==> src/hdl/sdpser_pkg.sv <==
package sdpser_pkg;

  // Widths of the stream ports.
  localparam int unsigned IN_DATA_W  = 48;
  localparam int unsigned IN_USER_W  = 2;
  localparam int unsigned OUT_DATA_W = 8;
  localparam int unsigned OUT_USER_W = 2;
  localparam int unsigned CAP_W      = 16;

  // Default depth of the queue between the classifier and the byte emitter.
  localparam int unsigned QUEUE_DEPTH = 2;

  // Position of the written and status flags within out_tuser.
  localparam int unsigned OUT_USER_WRITTEN = 0;
  localparam int unsigned OUT_USER_STATUS  = 1;

  localparam logic [CAP_W-1:0] CAP_RESET = 16'hffff;

  typedef enum logic [1:0] {
    KIND_HEADER  = 2'd0,
    KIND_PAYLOAD = 2'd1,
    KIND_RESTART = 2'd2,
    KIND_UNUSED  = 2'd3
  } kind_t;

  // Element type codes that have special cases.
  localparam logic [4:0] TYPE_NIL  = 5'd0;
  localparam logic [4:0] TYPE_BOOL = 5'd5;
  localparam logic [4:0] NUM_TYPES = 5'd9;

  // Size descriptors that add length bytes.
  localparam logic [2:0] DESC_LEN1 = 3'd5;
  localparam logic [2:0] DESC_LEN2 = 3'd6;
  localparam logic [2:0] DESC_LEN4 = 3'd7;

  localparam logic [7:0] FIXED_MASK = 8'h1f;
  localparam logic [7:0] VAR_MASK   = 8'he0;

  // Valid-size bitmap per element type: bits 0..4 are fixed sizes of 1, 2, 4, 8 and
  // 16 bytes, bits 5..7 are one, two or four additional length bytes.
  localparam logic [7:0] VALID_SIZES [0:8] = '{
    8'h00, 8'h1f, 8'h1f, 8'h16, 8'he0, 8'h01, 8'he0, 8'he0, 8'he0
  };

  typedef enum logic [1:0] {
    OP_EMIT    = 2'd0,
    OP_ERROR   = 2'd1,
    OP_RESTART = 2'd2
  } cmd_op_t;

  // One queued command: up to five bytes, byte 0 in the lowest bits.
  typedef struct packed {
    cmd_op_t     op;
    logic [39:0] bytes;
    logic [2:0]  last_idx;
  } cmd_t;

endpackage

==> src/hdl/sdp_data_element_serializer.sv <==
// SDP data element serializer. Input items arrive on the in_ stream with their kind in
// in_tuser: an element header (type and data size) is turned into the type/descriptor
// byte followed by zero, one, two or four big-endian length bytes; a payload item passes
// its byte straight through; a restart empties the buffer count and gives no result;
// kind 3 is discarded. Every result byte leaves on the out_ stream, flagged written when
// the fill count was below the buffer capacity at that moment (the count then advances)
// and dropped otherwise; out_tlast marks the final byte of an input item. A header whose
// type or size is not permitted yields a single result with status set, byte zero and
// written clear. A classifier accepts an item per cycle while the command queue has
// room; the emitter behind it sends one byte per cycle while the receiver takes them,
// so payload items sustain one item per cycle, a header gives one, two, three or five
// result bytes and a restart gives no output. The queue depth (QUEUE_DEPTH) sets
// how far input can run ahead of the output. The capacity register is written through
// cfg_we and cfg_wdata, and should be changed only while the block is idle.
module sdp_data_element_serializer #(
  parameter int unsigned QUEUE_DEPTH = sdpser_pkg::QUEUE_DEPTH
) (
  input  logic                               clk,
  input  logic                               rst_n,
  // Configuration: buffer_capacity.
  input  logic                               cfg_we,
  input  logic [sdpser_pkg::CAP_W-1:0]       cfg_wdata,
  // Input items.
  input  logic                               in_tvalid,
  output logic                               in_tready,
  // in_tdata: element_type [4:0], data_size [36:5], data_byte [44:37], zero [47:45].
  input  logic [sdpser_pkg::IN_DATA_W-1:0]   in_tdata,
  // in_tuser: kind [1:0].
  input  logic [sdpser_pkg::IN_USER_W-1:0]   in_tuser,
  // Result items.
  output logic                               out_tvalid,
  input  logic                               out_tready,
  // out_tdata: out_byte [7:0].
  output logic [sdpser_pkg::OUT_DATA_W-1:0]  out_tdata,
  // out_tuser: written [0], status [1].
  output logic [sdpser_pkg::OUT_USER_W-1:0]  out_tuser,
  output logic                               out_tlast
);

  localparam int unsigned CMD_W = $bits(sdpser_pkg::cmd_t);

  sdpser_pkg::cmd_t q_wdata;
  sdpser_pkg::cmd_t q_rdata;
  logic [CMD_W-1:0] q_rdata_raw;
  logic             q_wr, q_rd, q_full, q_empty;

  // The classifier turns each input item other than kind 3 into one queued command.
  sdpser_front u_front (
    .in_tvalid (in_tvalid),
    .in_tready (in_tready),
    .in_tuser  (in_tuser),
    .in_tdata  (in_tdata),
    .q_full    (q_full),
    .q_wr      (q_wr),
    .q_wdata   (q_wdata)
  );

  sdpser_fifo #(
    .WIDTH (CMD_W),
    .DEPTH (QUEUE_DEPTH)
  ) u_queue (
    .clk     (clk),
    .rst_n   (rst_n),
    .wr_en   (q_wr),
    .wr_data (q_wdata),
    .full    (q_full),
    .rd_en   (q_rd),
    .rd_data (q_rdata_raw),
    .empty   (q_empty)
  );

  assign q_rdata = sdpser_pkg::cmd_t'(q_rdata_raw);

  // The emitter walks the bytes of each command and keeps the fill count.
  sdpser_back u_back (
    .clk        (clk),
    .rst_n      (rst_n),
    .cfg_we     (cfg_we),
    .cfg_wdata  (cfg_wdata),
    .q_empty    (q_empty),
    .q_rdata    (q_rdata),
    .q_rd       (q_rd),
    .out_tvalid (out_tvalid),
    .out_tready (out_tready),
    .out_tdata  (out_tdata),
    .out_tuser  (out_tuser),
    .out_tlast  (out_tlast)
  );

endmodule

==> src/hdl/sdpser_front.sv <==
module sdpser_front (
  input  logic                                in_tvalid,
  output logic                                in_tready,
  input  logic [sdpser_pkg::IN_USER_W-1:0]    in_tuser,
  input  logic [sdpser_pkg::IN_DATA_W-1:0]    in_tdata,
  input  logic                                q_full,
  output logic                                q_wr,
  output sdpser_pkg::cmd_t                    q_wdata
);

  logic [4:0]  etype;
  logic [31:0] dsize;
  logic [7:0]  dbyte;
  logic [7:0]  vs;
  logic [2:0]  desc;
  logic        desc_ok;
  logic [7:0]  hdr;
  sdpser_pkg::kind_t kind;

  assign kind      = sdpser_pkg::kind_t'(in_tuser);
  assign etype     = in_tdata[4:0];
  assign dsize     = in_tdata[36:5];
  assign dbyte     = in_tdata[44:37];
  assign in_tready = !q_full;
  assign q_wr      = in_tvalid && !q_full && (kind != sdpser_pkg::KIND_UNUSED);
  assign hdr       = {etype, desc};

  // Size descriptor selection from the valid-size table.
  always_comb begin
    vs      = '0;
    desc    = '0;
    desc_ok = 1'b0;
    if (etype < sdpser_pkg::NUM_TYPES) begin
      vs = sdpser_pkg::VALID_SIZES[etype[3:0]];
      if ((etype == sdpser_pkg::TYPE_BOOL && dsize == 32'd1) ||
          (etype == sdpser_pkg::TYPE_NIL && dsize == 32'd0)) begin
        desc_ok = 1'b1;
      end else begin
        if ((vs & sdpser_pkg::FIXED_MASK) != 8'd0 && dsize != 32'd0) begin
          for (int i = 0; i < 5; i++) begin
            if (vs[i] && dsize == (32'd1 << i)) begin
              desc    = 3'(i);
              desc_ok = 1'b1;
            end
          end
        end
        if (!desc_ok && (vs & sdpser_pkg::VAR_MASK) != 8'd0) begin
          priority if (dsize <= 32'h0000_00ff && vs[5]) begin
            desc    = sdpser_pkg::DESC_LEN1;
            desc_ok = 1'b1;
          end else if (dsize <= 32'h0000_ffff && vs[6]) begin
            desc    = sdpser_pkg::DESC_LEN2;
            desc_ok = 1'b1;
          end else if (vs[7]) begin
            desc    = sdpser_pkg::DESC_LEN4;
            desc_ok = 1'b1;
          end else begin
            desc_ok = 1'b0;
          end
        end
      end
    end
  end

  // Command build: length bytes follow the header byte most significant first.
  always_comb begin
    q_wdata.op       = sdpser_pkg::OP_EMIT;
    q_wdata.bytes    = '0;
    q_wdata.last_idx = '0;
    unique case (kind)
      sdpser_pkg::KIND_HEADER: begin
        if (!desc_ok) begin
          q_wdata.op = sdpser_pkg::OP_ERROR;
        end else if (desc == sdpser_pkg::DESC_LEN4) begin
          q_wdata.bytes    = {dsize[7:0], dsize[15:8], dsize[23:16], dsize[31:24], hdr};
          q_wdata.last_idx = 3'd4;
        end else if (desc == sdpser_pkg::DESC_LEN2) begin
          q_wdata.bytes    = {16'd0, dsize[7:0], dsize[15:8], hdr};
          q_wdata.last_idx = 3'd2;
        end else if (desc == sdpser_pkg::DESC_LEN1) begin
          q_wdata.bytes    = {24'd0, dsize[7:0], hdr};
          q_wdata.last_idx = 3'd1;
        end else begin
          q_wdata.bytes    = {32'd0, hdr};
        end
      end
      sdpser_pkg::KIND_PAYLOAD: begin
        q_wdata.bytes = {32'd0, dbyte};
      end
      sdpser_pkg::KIND_RESTART: begin
        q_wdata.op = sdpser_pkg::OP_RESTART;
      end
      sdpser_pkg::KIND_UNUSED: begin
        q_wdata.op = sdpser_pkg::OP_EMIT;
      end
      default: begin
        q_wdata.op = sdpser_pkg::OP_EMIT;
      end
    endcase
  end

endmodule

==> src/hdl/sdpser_fifo.sv <==
module sdpser_fifo #(
  parameter int unsigned WIDTH = 8,
  parameter int unsigned DEPTH = 2
) (
  input  logic             clk,
  input  logic             rst_n,
  input  logic             wr_en,
  input  logic [WIDTH-1:0] wr_data,
  output logic             full,
  input  logic             rd_en,
  output logic [WIDTH-1:0] rd_data,
  output logic             empty
);

  localparam int unsigned AW = (DEPTH > 1) ? $clog2(DEPTH) : 1;
  localparam int unsigned CW = $clog2(DEPTH + 1);

  logic [WIDTH-1:0] mem_r [DEPTH];
  logic [AW-1:0]    wr_ptr_r, wr_ptr_nxt;
  logic [AW-1:0]    rd_ptr_r, rd_ptr_nxt;
  logic [CW-1:0]    count_r, count_nxt;
  logic             do_wr, do_rd;

  assign full    = (count_r == CW'(DEPTH));
  assign empty   = (count_r == '0);
  assign do_wr   = wr_en && !full;
  assign do_rd   = rd_en && !empty;
  assign rd_data = mem_r[rd_ptr_r];

  always_comb begin
    wr_ptr_nxt = wr_ptr_r;
    rd_ptr_nxt = rd_ptr_r;
    count_nxt  = count_r;
    if (do_wr) begin
      wr_ptr_nxt = (wr_ptr_r == AW'(DEPTH - 1)) ? '0 : wr_ptr_r + 1'b1;
    end
    if (do_rd) begin
      rd_ptr_nxt = (rd_ptr_r == AW'(DEPTH - 1)) ? '0 : rd_ptr_r + 1'b1;
    end
    if (do_wr && !do_rd) begin
      count_nxt = count_r + 1'b1;
    end else if (do_rd && !do_wr) begin
      count_nxt = count_r - 1'b1;
    end
  end

  always_ff @(posedge clk) begin
    if (!rst_n) begin
      wr_ptr_r <= '0;
      rd_ptr_r <= '0;
      count_r  <= '0;
    end else begin
      wr_ptr_r <= wr_ptr_nxt;
      rd_ptr_r <= rd_ptr_nxt;
      count_r  <= count_nxt;
    end
  end

  always_ff @(posedge clk) begin
    if (do_wr) begin
      mem_r[wr_ptr_r] <= wr_data;
    end
  end

endmodule

==> src/hdl/sdpser_back.sv <==
module sdpser_back (
  input  logic                               clk,
  input  logic                               rst_n,
  input  logic                               cfg_we,
  input  logic [sdpser_pkg::CAP_W-1:0]       cfg_wdata,
  input  logic                               q_empty,
  input  sdpser_pkg::cmd_t                   q_rdata,
  output logic                               q_rd,
  output logic                               out_tvalid,
  input  logic                               out_tready,
  output logic [sdpser_pkg::OUT_DATA_W-1:0]  out_tdata,
  output logic [sdpser_pkg::OUT_USER_W-1:0]  out_tuser,
  output logic                               out_tlast
);

  logic [sdpser_pkg::CAP_W-1:0] cap_r;
  logic [sdpser_pkg::CAP_W-1:0] fill_r, fill_nxt;
  logic [2:0]                   idx_r, idx_nxt;
  logic                         valid_r, valid_nxt;
  logic [7:0]                   byte_r, byte_nxt;
  logic                         last_r, last_nxt;
  logic                         written_r, written_nxt;
  logic                         status_r, status_nxt;
  logic                         out_ld;
  logic                         fits;
  logic                         at_last;

  assign out_ld  = !valid_r || out_tready;
  assign fits    = fill_r < cap_r;
  assign at_last = (idx_r == q_rdata.last_idx);

  always_comb begin
    fill_nxt    = fill_r;
    idx_nxt     = idx_r;
    valid_nxt   = valid_r;
    byte_nxt    = byte_r;
    last_nxt    = last_r;
    written_nxt = written_r;
    status_nxt  = status_r;
    q_rd        = 1'b0;
    if (out_ld) begin
      valid_nxt = 1'b0;
    end
    if (!q_empty) begin
      unique case (q_rdata.op)
        sdpser_pkg::OP_EMIT: begin
          if (out_ld) begin
            valid_nxt   = 1'b1;
            byte_nxt    = q_rdata.bytes[idx_r*8 +: 8];
            last_nxt    = at_last;
            written_nxt = fits;
            status_nxt  = 1'b0;
            if (fits) begin
              fill_nxt = fill_r + 1'b1;
            end
            idx_nxt = at_last ? '0 : idx_r + 1'b1;
            q_rd    = at_last;
          end
        end
        sdpser_pkg::OP_ERROR: begin
          if (out_ld) begin
            valid_nxt   = 1'b1;
            byte_nxt    = '0;
            last_nxt    = 1'b1;
            written_nxt = 1'b0;
            status_nxt  = 1'b1;
            q_rd        = 1'b1;
          end
        end
        sdpser_pkg::OP_RESTART: begin
          fill_nxt = '0;
          q_rd     = 1'b1;
        end
        default: begin
          q_rd = 1'b1;
        end
      endcase
    end
  end

  always_ff @(posedge clk) begin
    if (!rst_n) begin
      cap_r   <= sdpser_pkg::CAP_RESET;
      fill_r  <= '0;
      idx_r   <= '0;
      valid_r <= 1'b0;
    end else begin
      if (cfg_we) begin
        cap_r <= cfg_wdata;
      end
      fill_r  <= fill_nxt;
      idx_r   <= idx_nxt;
      valid_r <= valid_nxt;
    end
  end

  always_ff @(posedge clk) begin
    byte_r    <= byte_nxt;
    last_r    <= last_nxt;
    written_r <= written_nxt;
    status_r  <= status_nxt;
  end

  assign out_tvalid = valid_r;
  assign out_tdata  = byte_r;
  assign out_tlast  = last_r;
  always_comb begin
    out_tuser = '0;
    out_tuser[sdpser_pkg::OUT_USER_WRITTEN] = written_r;
    out_tuser[sdpser_pkg::OUT_USER_STATUS]  = status_r;
  end

endmodule

==> config.mk <==
export PLATFORM = sky130hd
export DESIGN_NAME = sdp_data_element_serializer
export DESIGN_NICKNAME = d
export VERILOG_FILES = /design/src/hdl/sdpser_pkg.sv /design/src/hdl/sdp_data_element_serializer.sv /design/src/hdl/sdpser_front.sv /design/src/hdl/sdpser_fifo.sv /design/src/hdl/sdpser_back.sv
export SDC_FILE = /design/constraint.sdc
export NUM_CORES = 1
export LEC_CHECK = 0
export ABC_AREA = 1
export BUFFER_PORTS_ARGS = -buffer_cell sky130_fd_sc_hd__buf_4
export CAP_MARGIN = 20
export CELL_PAD_IN_SITES_DETAIL_PLACEMENT = 1
export CELL_PAD_IN_SITES_GLOBAL_PLACEMENT = 2
export CORE_AREA = 2 2 146 148
export DETAILED_ROUTE_END_ITERATION = 12
export DIE_AREA = 0 0 148 150
export HOLD_SLACK_MARGIN = 0.08
export PLACE_DENSITY = 0.86
export SETUP_SLACK_MARGIN = 0.02
export SLEW_MARGIN = 15
export SYNTH_ARGS = -nofsm -noshare
export SYNTH_HDL_FRONTEND = slang
export SYNTH_SLANG_ARGS = --single-unit
==> constraint.sdc <==
create_clock -name clk -period 4.41 [get_ports clk]
set_input_delay 0.882 -clock clk [delete_from_list [all_inputs] [get_ports clk]]
set_output_delay 0.882 -clock clk [all_outputs]
set_load 0.05 [all_outputs]
==> summary.txt <==
Slew HR -> 36.68%
R2R setup slack -> 1580 ps
Slew @ Worst Pin -> 942.5 ps
Crit path to -> u_queue.mem_r[0][22]$_DFFE_PP_
Worst path max stage delay -> 320 ps
TritonCTS clock tree -> done
Area contributors post-synth -> edfxtp_1 41%, dfxtp_1 11%, nand2_1 7.5%
Crit path max fanout -> 17
Final hold violations -> 0
Part of the power in registers -> 38.1%
Hold Buf Count CTS -> 0
Critical R2R Capture -> u_back.fill_r[5]$_SDFFE_PN0P_
Bufs on Longest Clock Path -> 2
Post-synthesis sequential area ratio -> 52.54%
Leakage Power -> 3.604 nW
Crit. End Element -> register
Startpoint types -> input pin
Crit share post-route -> 70.97%
Max_cap viols -> 0
CP startpoint -> in_tdata[18]
Top_reg_cell synth -> edfxtp_1
Sw frac -> 35.59%
Placed cell areas -> 8217 µm²
Die W -> 148 µm
Gate Count Post-Synth -> 817
Core area -> 20,690 µm²
Drt pass-1 iters -> 4
Slowest CP cell -> nand2_4
Sw Pwr -> 0.001618 W
Die height -> 150 µm
CP bufs+invs -> 3
Synth Register Bits -> 142
Fill cell total of the finished layout -> 2,431
Period minus WS final -> 3130 ps
Final WL -> 19,700 µm
DRT antenna net count -> 0
Worst r2r path cells -> 10
Area grow syn2layout -> 20.28%
Synth area leader -> edfxtp_1
# Post-CTS Setup Buffers -> 0
Routability cong. -> 0.8410
Area of the multi-input gates -> 3012 µm²
Top cell type's share of synthesized area -> 41.35%
Max H-tree Level -> 4
CP arrival -> 3270 ps
Pwr dens -> 515.3 nW/µm²
Peak Freq -> 319.5 MHz
Synth cell types -> 47
Synth warn -> 0
Die area -> 22,200 µm²
I/O Pins -> 84
Unrepaired setup endpoints after global routing -> false
Delay-heaviest family, CP -> simple AND/OR/NAND/NOR gates
Detailed-route wire length per cell -> 16.66 µm
Grt ovf -> 0
Synth Area per Inst -> 8.977 µm²
Port bufs -> 80
Count leader, synth -> nand2_1
Fin util -> 42.64%
Finished Cell Area -> 8822 µm²
Num CTS Buffers -> 17
Worst min-delay path class -> reg2reg
Async S/R FF share, synth -> 0%
Antenna violations before repair -> 0
Vias per cell -> 4.977
Logic pwr share -> 29.2%
Count of flip-flops with a built-in enable after synthesis -> 101
CTS sink cnt -> 142
Vias in the first global route -> 5,983
Mapped Nets -> 910
Top post-synthesis cells by count -> 147 x nand2_1, 103 x nor2_1, 101 x edfxtp_1
Clock latency on the worst-skew pair -> 430 ps
Reg area -> 3854 µm²
Run status -> complete, no violations
Critical path depth in cells -> 15
DR vias -> 5,883
Total GRT Usage -> 18.41%
HPWL Detailed -> 14,140 µm
First-pass GRT wire length -> 31,620 µm
Max-slew violation count -> 0
Setup TNS -> 0 ps
Worst vdd ir -> 258.2 µV
Clock power share -> 32.7%
Starting Density -> 35.45%
Critical path class -> in2reg
Rows -> 53
Final-report setup violation count -> 0
Fraction of layout cells with a size suffix above 1 -> 18.63%
Starting DRT DRC Count -> 276
Diodes inserted -> 0
Worst path most repeated cell -> nand2_1
Internal power -> 0.002928 W
Clock-pin slew on the worst setup and hold paths -> 60 ps
Netlist Area Pre-Place -> 7335 µm²
Post_cts resized -> 0
Setup Skew -> 6.608 ps
Largest net degree at the start of global routing -> 47
CTS root buf -> clkbuf_16
CP required -> 4560 ps
# DRC -> 0
Critical path cell sequence -> buf_4, nor2_1, nand2_1, nor2_2, inv_2, nor2_4, nand3_1, o21ai_1, nor2_1, nand3_2, nor2_8, nand2_4, clkinv_2, nand2_1, nand2_1
NumNets Final -> 988
[state kept, by name, summed over array words and instances (netlist names), named ones only]
| register | count |
|---|---|
| u_back.out_tdata | 8 |
| u_queue.mem_r | 90 |
| u_back.fill_r | 16 |
| u_queue.rd_ptr_r | 1 |
| u_back.cap_r | 16 |
| u_back.status_r | 1 |
| u_queue.count_r | 2 |
| u_back.out_tlast | 1 |
| u_back.written_r | 1 |
| u_queue.wr_ptr_r | 1 |
| u_back.idx_r | 3 |
[metrics by stage]
step                total power, W  std cells  setup WS (ps)  hold WS [ps]
global placement          0.003057       1151          889.0         457.2
floorplan                 0.002646        817          759.2         430.8
CTS                       0.004598       1182           1288         470.8
finish                    0.004546       1182           1280         466.9
global route              0.004796       1182           1083         490.6
detailed placement        0.003102       1151          856.1         461.4
[cell usage in the layout (no fill, tap or decap), types with 3 or more instances in the layout]
cell / synthesis / layout
o21ai_0: 62 / 62
nor2_4: 15 / 17
edfxtp_1: 101 / 101
clkinv_1: 5 / 5
inv_2: 9 / 9
o221ai_1: 11 / 11
buf_4: 3 / 88
bufinv_16: 0 / 3
nor2_2: 3 / 3
a21oi_1: 60 / 60
xor2_1: 12 / 12
ha_1: 22 / 22
o21ai_2: 3 / 3
nand4_1: 3 / 3
nand2_1: 147 / 147
inv_1: 77 / 77
nor3_1: 7 / 7
nand2_2: 3 / 3
dfxtp_1: 41 / 41
nand3_2: 4 / 4
inv_6: 0 / 6
clkbuf_16: 0 / 17
nand3_1: 55 / 55
nor2_1: 103 / 101
o22ai_1: 5 / 5
o211ai_1: 14 / 14
[kinds of logic (layout without fill, tap and decap cells)]
kind of cell	Yosys count	after routing	share of synthesized area (%)
flops	142	142	52.54
compound gates	164	164	12.90
buf+inv	121	211	6.602
simple gates	355	355	22.65
fa+ha+maj	22	22	3.753
xor+xnor	13	13	1.552
[cell type report]
class,instances,share of cell area (%)
inverter,92,3.929
tap,275,3.900
clock inverter,14,2.042
timing repair buffer,88,7.488
clock buffer,17,4.822
multi-input combinational,554,34.14
sequential,142,43.68
[how the worst min path moves through the flow]
| stage | startpoint | end | slack (ps) | depth (start not counted) |
|---|---|---|---|---|
| after floorplan | u_back.cap_r[0]$_SDFFE_PN1P_ | u_back.cap_r[0]$_SDFFE_PN1P_ | 430 | 2 |
| after global placement | u_back.cap_r[0]$_SDFFE_PN1P_ | u_back.cap_r[0]$_SDFFE_PN1P_ | 460 | 2 |
| after detailed placement | u_back.cap_r[0]$_SDFFE_PN1P_ | u_back.cap_r[0]$_SDFFE_PN1P_ | 460 | 2 |
| after CTS | u_back.cap_r[0]$_SDFFE_PN1P_ | u_back.cap_r[0]$_SDFFE_PN1P_ | 470 | 2 |
| after global routing | u_back.cap_r[11]$_SDFFE_PN1P_ | u_back.cap_r[11]$_SDFFE_PN1P_ | 490 | 2 |
| final | u_back.cap_r[6]$_SDFFE_PN1P_ | u_back.cap_r[6]$_SDFFE_PN1P_ | 470 | 2 |
[power groups by stage]
stage	combinational, W	sequential [W]	clock (W)
detailed placement	0.00134	0.00176	0
floorplan	0.000779	0.00187	0
global placement	0.00130	0.00175	0
CTS	0.00135	0.00174	0.00151
global route	0.00148	0.00175	0.00157
finish	0.00133	0.00173	0.00148
[tightest hold or removal path, delay by kind of cell, from the launching register on]
kind | cells | cell delay, ps
flops | 1 | 300
buf+inv | 1 | 60
compound gates | 1 | 70
[routing by layer]
| layer | global-route usage (%) | routed length, µm |
|---|---|---|
| met1 | 23.85 | 8945 |
| met2 | 31.30 | 9529 |
| met3 | 3.232 | 949 |
| met4 | 6.048 | 272 |
| met5 | 0 | 0 |
(Power assumes the default switching activity.)
